File: config.mk
export PLATFORM = sky130hd
export DESIGN_NAME = rtpq_cell
export DESIGN_NICKNAME = d
export VERILOG_FILES = /design/src/rtl/core/rtpq_pkg.sv /design/src/rtl/core/rtpq_cell.sv
export SDC_FILE = /design/constraint.sdc
export NUM_CORES = 1
export LEC_CHECK = 0
export ABC_AREA = 1
export BUFFER_PORTS_ARGS = -buffer_cell sky130_fd_sc_hd__buf_2
export CORE_MARGIN = 2
export CORE_UTILIZATION = 47
export CTS_CLUSTER_SIZE = 25
export DETAILED_ROUTE_END_ITERATION = 8
export PLACE_DENSITY = 0.86
export SLEW_MARGIN = 20
export SYNTH_ARGS = -nofsm -noshare
export SYNTH_HDL_FRONTEND = slang
export SYNTH_SLANG_ARGS = --single-unit
File: constraint.sdc
create_clock -name clk -period 4.7 [get_ports clk]
set_input_delay 0.705 -clock clk [delete_from_list [all_inputs] [get_ports clk]]
set_output_delay 0.705 -clock clk [all_outputs]
set_load 0.005 [all_outputs]
File: src/rtl/core/rtpq_pkg.sv
// rtp reorder queue package: entry type, cell control, result codes, sequence compare
package rtpq_pkg;

  localparam int SEQ_W = 16;
  localparam int HANDLE_W = 16;
  localparam int LEN_W = 11;
  localparam int KIND_W = 2;
  localparam int OCC_W = 7;

  typedef struct packed {
    logic [SEQ_W-1:0]    seq;
    logic [HANDLE_W-1:0] handle;
    logic [LEN_W-1:0]    len;
  } entry_t;

  typedef enum logic [1:0] {
    CELL_HOLD        = 2'd0,
    CELL_INSERT      = 2'd1,
    CELL_INSERT_DROP = 2'd2,
    CELL_POP         = 2'd3
  } cell_op_t;

  typedef struct packed {
    logic     capture;
    cell_op_t op;
  } cell_ctl_t;

  localparam logic [KIND_W-1:0] KIND_PUSH      = 2'd0;
  localparam logic [KIND_W-1:0] KIND_DROP      = 2'd1;
  localparam logic [KIND_W-1:0] KIND_POP       = 2'd2;
  localparam logic [KIND_W-1:0] KIND_POP_EMPTY = 2'd3;

  // serial number order: x precedes y when (y - x) mod 2^16 lies in 1..0x7fff
  function automatic logic seq_precedes(input logic [SEQ_W-1:0] x,
                                        input logic [SEQ_W-1:0] y);
    logic [SEQ_W-1:0] diff;
    diff = y - x;
    return (diff != '0) && !diff[SEQ_W-1];
  endfunction

endpackage

File: src/rtl/core/rtpq_cell.sv
// one storage cell of the ordered chain: holds an entry and its compare flag
module rtpq_cell
  import rtpq_pkg::*;
(
  input  logic      clk,
  input  logic      rst,
  input  cell_ctl_t ctl,
  input  logic      valid_in,
  input  entry_t    new_entry,
  input  entry_t    lower_entry,
  input  entry_t    upper_entry,
  input  logic      keep_low,
  input  logic      keep_self,
  input  logic      keep_up,
  output entry_t    entry,
  output logic      prec
);

  entry_t entry_next;

  always_comb begin
    entry_next = entry;
    case (ctl.op)
      CELL_INSERT: begin
        if (keep_self) begin
          entry_next = entry;
        end else if (keep_low) begin
          entry_next = new_entry;
        end else begin
          entry_next = lower_entry;
        end
      end
      CELL_INSERT_DROP: begin
        if (keep_up) begin
          entry_next = upper_entry;
        end else if (keep_self) begin
          entry_next = new_entry;
        end else begin
          entry_next = entry;
        end
      end
      CELL_POP: begin
        entry_next = upper_entry;
      end
      default: begin
        entry_next = entry;
      end
    endcase
  end

  always_ff @(posedge clk) begin
    entry <= entry_next;
  end

  always_ff @(posedge clk) begin
    if (rst) begin
      prec <= 1'b0;
    end else if (ctl.capture) begin
      prec <= valid_in && seq_precedes(entry.seq, new_entry.seq);
    end
  end

endmodule

==> results of run 1 <==
[per-layer routing]
metal	vias to the layer above	wire length, um	GRT usage [%]	share of wire [%]
met5	-	0	0	0
met4	0	258	8.946	2.3
met3	28	988	5.721	8.8
met2	218	5824	48.07	52
met1	1857	4140	28.50	37
li1	2083	-	-	-
[layout make-up]
| cell class | count | area, sq um | area share, % |
|---|---|---|---|
| Sequential cell | 44 | 1311 | 27.39 |
| Multi-Input combinational cell | 322 | 1821 | 38.03 |
| Clock buffer | 6 | 72.57 | 1.516 |
| Inverter | 139 | 521.8 | 10.90 |
| Timing Repair Buffer | 184 | 928.4 | 19.39 |
| Clock inverter | 1 | 5.005 | 0.1045 |
| Tap cell | 102 | 127.6 | 2.666 |
[kinds of logic (layout without fill, tap and decap cells)]
logic type / count (synthesis) / count (layout)
xor+xnor: 1 / 1
compound gates: 138 / 138
flops: 44 / 44
fa+ha+maj: 16 / 16
buf+inv: 159 / 330
simple gates: 167 / 167
[per-stage QoR]
stage                     setup WS, ns  instances  power (mW)
final                            2.162        798       1.227
after global routing             2.027        798       1.312
after CTS                        2.226        798       1.227
after detailed placement         1.918        791       1.004
after global placement           2.018        791      0.9858
after floorplan                 0.3897        525      0.8223
[sequential cells by signal (all words and copies together), names as in the netlist]
name / flops
entry: 43
prec: 1
[worst max-delay path: stages]
cell	delay, ns
buf_2	0.61
nand3_2	0.76
o221ai_1	0.52
[power by group]
group	internal, mW	switching [mW]	total (mW)
clock	0.101	0.127	0.228
sequential	0.496	0.0225	0.519
combinational	0.199	0.280	0.480
[cells in the final DEF (no fill, tap or decap), types with 2 or more instances in the layout]
cell / count
nand2_1: 103
edfxtp_1: 43
inv_1: 136
a21oi_1: 40
nand2_2: 5
nand3b_1: 4
a22oi_1: 2
buf_4: 3
nor2_1: 28
nand3_2: 2
buf_2: 181
clkbuf_8: 5
o221ai_1: 41
clkinv_1: 2
o22ai_1: 2
nand3_1: 16
ha_1: 15
nor2_2: 2
nand4_1: 4
o21ai_0: 43
o211ai_1: 6
[how the worst min path moves through the flow]
stage | start | end | slack, ns | depth (start not counted)
detailed placement | prec | prec | 0.46 | 2
CTS | prec | prec | 0.47 | 2
global placement | prec | prec | 0.44 | 2
finish | prec | prec | 0.46 | 2
floorplan | prec | prec | 0.45 | 2
global route | prec | prec | 0.50 | 2
==> flow_summary_export.csv, run 1 <==
group,metric,value,unit
run_status,status,"finished clean",
final_layout,antenna_cells,0,
worst_setup_path,path_max_fanout,39,
worst_setup_path,r2r_end,"prec",
cts,cts_num_sinks,44,
timing,finalHoldViolCount,0,
grt,grt_pass1_wl,17660,um
final_layout,drive_gt1_share,29.45,%
synthesis,synth_top_area_share,34.65,%
cts,clk_pin_slew,0.08,ns
final_layout,fillers,713,
worst_setup_path,rrSetupSlack,2.56,ns
worst_setup_path,crit_path_start_kind,"input pin",
detailed_routing,wl,11210,um
synthesis,synth_top_area_cell,"edfxtp_1",
cts,cts_tree,"yes",
worst_setup_path,end_kind,"flop",
timing,setup_viol,0,
timing,slew_headroom,46.48,%
synthesis,syn_area,0.003726,sq mm
timing,setup_tns,0,ns
floorplanning,initial_core_util,48.47,%
floorplanning,ios,182,
final_layout,final_area,0.004787,sq mm
timing,post-route-period-util,53.99,%
final_layout,final_nets,850,
synthesis,yosys-top-cells-count,"136 x inv_1, 103 x nand2_1, 44 x o21ai_0",
detailed_routing,vias_per_cell,5.246,
synthesis,synth_compound_area_share,23.54,%
timing,post-route-min-period,2.538,ns
worst_setup_path,critical_path_required,4.79,ns
synthesis,netlist_instances,525,
synthesis,ys_ff_latch,44,
grt,overflow,0,
placement,dp_hpwl,8931,um
synthesis,ys_types,31,
synthesis,synth_nets,679,
timing,fmax,394.1,MHz
run,drv_cap,0,
timing,clock_skew,0.01149,ns
synthesis,synth_mux_area_share,0,%
cts,cts.hold.buffers_added,0,
synthesis,async_reset_ff_share,0,%
synthesis,synthAdderAreaFrac,5.574,%
synthesis,synth-seq-area-share,35.19,%
timing,tightest_slew,0.8027,ns
synthesis,synth_most_common_cell,"inv_1",
cts,cts_buffers,5,
cts,clk_latency,0.30,ns
detailed_routing,antenna_left,0,
worst_setup_path,reg2reg_depth,14,
grt,antenna_found_initial,0,
pwr,p_per_area,256.3,mW/mm^2
placement,io_buffers,181,
synthesis,synth-simple-area-share,19.21,%
cts,cts_max_path_buffers,2,
placement,dpl_cell_area,0.004710,sq mm
worst_setup_path,path_class,"input pin to flop",
pwr,leakagePower,2.626,nW
floorplanning,die_h,93.04,um
floorplanning,rows,32,
worst_setup_path,crit_end,"entry[29]",
grt,first_global_vias,3986,
synthesis,synth_area_leaders,"edfxtp_1 35%, inv_1 14%, nand2_1 10%, o221ai_1 9.6%, o21ai_0 5.9%",
detailed_routing,via_count,4186,
timing,rsz0062_at_grt,"no",
final_layout,syn_to_final_growth,28.48,%
synthesis,synth_flop_cell,"edfxtp_1",
detailed_routing,drc,0,
cts,cts_resized,0,
timing,hold_ws,0.4636,ns
final_layout,fin_util,62.27,%
timing,maxSlewViolCount,0,
floorplanning,placeableCoreArea,0.007687,sq mm
floorplanning,die_w,93.04,um
synthesis,avgSynthCellArea,7.097,sq um
synthesis,yosys_warnings,0,
worst_setup_path,rr_startpoint,"entry[27]",
synthesis,synth-xor-area-share,0.2351,%
grt,grt_max_degree,85,
synthesis,synth_top_family_by_area,"compound AO/OA/AOI/OAI gates",
cts,clockRootBuffer,"clkbuf_8",
detailed_routing,drtIter0Drc,236,
pwr,vdd_ir_drop_max,0.0001402,V
detailed_routing,wl_per_cell,14.05,um
worst_setup_path,crit_arrival,2.63,ns
cts,htreeDepth,2,
grt,grt_usage,25.70,%
placement,gp_congestion,0.9176,
worst_setup_path,crit_start,"ctl[1]",
floorplanning,dieArea,0.008656,sq mm
synthesis,synth_edf_count,43,
hold_path,hold_path.class,"flop to flop",
cts,post_cts_buffers,0,
detailed_routing,dr.pass1.iters,5,
(Power assumes the default switching activity.)
==> run 2: changes to the inputs <==
==> constraint.sdc (replaced) <==
create_clock -name clk -period 2.35 [get_ports clk]
set_input_delay 0.3525 -clock clk [delete_from_list [all_inputs] [get_ports clk]]
set_output_delay 0.3525 -clock clk [all_outputs]
set_load 0.005 [all_outputs]
==> run 2 against run 1 <==
Sequential share of layout area fell by 0.72 points; cell count rose by 1.3%; total power rose by 110%; first-iteration DRC count fell by 29%; clock skew fell by 0.0071 ns; critical path depth rose by 11; global-route usage rose by 0.92 points; critical path type is now flop to flop; highest routed layer unchanged.
==> flow_summary_export.csv, run 2 (same netlist as run 1, synthesis figures left out) <==
group,metric,value,unit
final_layout,fillers,709,
grt,grt_pass1_wl,18540,um
floorplanning,die_w,93.04,um
cts,cts.hold.buffers_added,0,
timing,post-route-period-util,88.48,%
floorplanning,rows,32,
hold_path,hold_path.class,"input pin to flop",
worst_setup_path,crit_end,"prec",
placement,io_buffers,181,
grt,overflow,0,
placement,gp_congestion,0.8449,
timing,hold_ws,0.2172,ns
floorplanning,dieArea,0.008656,sq mm
worst_setup_path,crit_start,"entry[27]",
worst_setup_path,end_kind,"flop",
worst_setup_path,reg2reg_depth,14,
final_layout,most-common-layout-cells,"181 x buf_2, 136 x inv_1, 103 x nand2_1",
grt,grt_max_degree,43,
worst_setup_path,rr_startpoint,"entry[27]",
timing,fmax,480.9,MHz
detailed_routing,drc,0,
run,drv_cap,0,
final_layout,seqCellArea,0.001311,sq mm
timing,setup_tns,0,ns
floorplanning,ios,182,
worst_setup_path,rrSetupSlack,0.27,ns
floorplanning,placeableCoreArea,0.007687,sq mm
worst_setup_path,crit_slowest_cell,"edfxtp_1",
cts,clk_pin_slew,0.09,ns
timing,post-route-min-period,2.079,ns
detailed_routing,vias_per_cell,5.186,
run_status,status,"finished clean",
final_layout,largest-register,"entry",
final_layout,syn_to_final_growth,31.93,%
grt,antenna_found_initial,0,
cts,cts_tree,"yes",
hold_path,hp-start,"rst",
worst_setup_path,path_class,"flop to flop",
timing,tightest_slew,0.8906,ns
worst_setup_path,cp_cell_sequence,"ha_2 -> fa_2 -> inv_1 -> nand2_1 -> nand2_2 -> nand3_2 -> nand2_2 -> nand2_1 -> nand3_1 -> nand2_1 -> nor2_2 -> nand2_1 -> o21bai_1 -> a21oi_1",
cts,cts_num_sinks,44,
final_layout,drive_gt1_share,30.88,%
worst_setup_path,cpPeakStageDelay,0.42,ns
grt,grt_usage,26.61,%
pwr,vdd_ir_drop_max,0.0003280,V
timing,slew_headroom,40.40,%
worst_setup_path,path_common_cell,"nand2_1",
timing,rsz0062_at_grt,"no",
timing,clock_skew,0.004433,ns
worst_setup_path,crit_path_start_kind,"flop",
worst_setup_path,r2r_end,"prec",
cts,htreeDepth,2,
floorplanning,initial_core_util,48.47,%
detailed_routing,antenna_left,0,
final_layout,largest_reg_flops,43,
worst_setup_path,crit_arrival,2.27,ns
detailed_routing,wl_per_cell,14.24,um
detailed_routing,via_count,4190,
final_layout,antenna_cells,0,
cts,cts_buffers,5,
grt,first_global_vias,4149,
pwr,leakagePower,2.686,nW
final_layout,largest_registers,"entry x43, prec x1",
cts,clk_latency,0.29,ns
placement,dp.cells,799,
worst_setup_path,path_max_fanout,5,
timing,finalHoldViolCount,0,
final_layout,final_cells,808,
worst_setup_path,critical_path_required,2.54,ns
final_layout,final_common_cell,"buf_2",
placement,dp_hpwl,9170,um
cts,clockRootBuffer,"clkbuf_8",
detailed_routing,dr.pass1.iters,4,
detailed_routing,wl,11500,um
final_layout,final_nets,859,
final_layout,multiInputGateArea,0.001836,sq mm
timing,setup_viol,0,
detailed_routing,drtIter0Drc,167,
cts,cts_max_path_buffers,2,
floorplanning,die_h,93.04,um
pwr,p_per_area,533.3,mW/mm^2
timing,maxSlewViolCount,0,
[run 2: cell types whose count changed in the layout (fill, tap and decap cells not counted), sizes merged]
cell / previous run / this run
buf: 184 / 193
bufinv: 0 / 1
clkbuf: 6 / 5
clkinv: 3 / 4
[run 2: worst min path at each step]
stage	end	slack [ns]	depth (start not counted)
global route	prec	0.21	2
finish	prec	0.22	2
global placement	prec	0.49	2
CTS	prec	0.21	2
detailed placement	prec	0.49	2
floorplan	prec	0.42	1
[run 2: what timing repair did]
action,4_1_cts,5_1_grt
gates resized for setup,0,3
setup endpoints to repair,0,1
buffers inserted,0,1
[run 2: per-stage QoR]
stage	area, sq um	power, mW	worst slack (ns)	util, %
6_report	4916	2.621	0.2706	63.95
5_1_grt	4916	2.800	0.03758	63.95
4_1_cts	4901	2.628	0.2038	63.75
3_5_place_dp	4790	2.031	0.1218	62.30
3_3_place_gp	4790	2.002	0.2141	62.30
2_1_floorplan	3730	1.641	0.3645	-
[run 2: cell type report]
type / count / share of cell area (%)
flip-flops and latches: 44 / 26.67
inverters: 139 / 10.61
well taps: 102 / 2.596
clock inverters: 3 / 0.8654
multi-input cells: 322 / 37.34
repair buffers: 193 / 20.51
clock buffers: 5 / 1.400
[run 2: worst max-delay path: cells and delay by family (launching register included)]
family	cells	cell delay, ns
AO/OA/AOI/OAI	2	0.21
adder cells (fa/ha/maj)	2	0.55
buffers and inverters	1	0.07
flip-flops	1	0.42
AND/OR/NAND/NOR	9	0.73
[run 2: routing by layer]
metal | GRT usage [%] | vias to the layer above | wire, um
met5 | 0 | - | 0
met4 | 7.475 | 0 | 204
met3 | 5.479 | 21 | 774
met2 | 49.70 | 174 | 5994
met1 | 30.62 | 1887 | 4530
li1 | - | 2108 | -
[run 2: where the power goes]
group	internal, mW	leakage, nW	switching [mW]
logic	0.416	2.20	0.577
registers	0.991	0.431	0.0385
clock network	0.316	0.0558	0.284
total	1.72	2.69	0.899
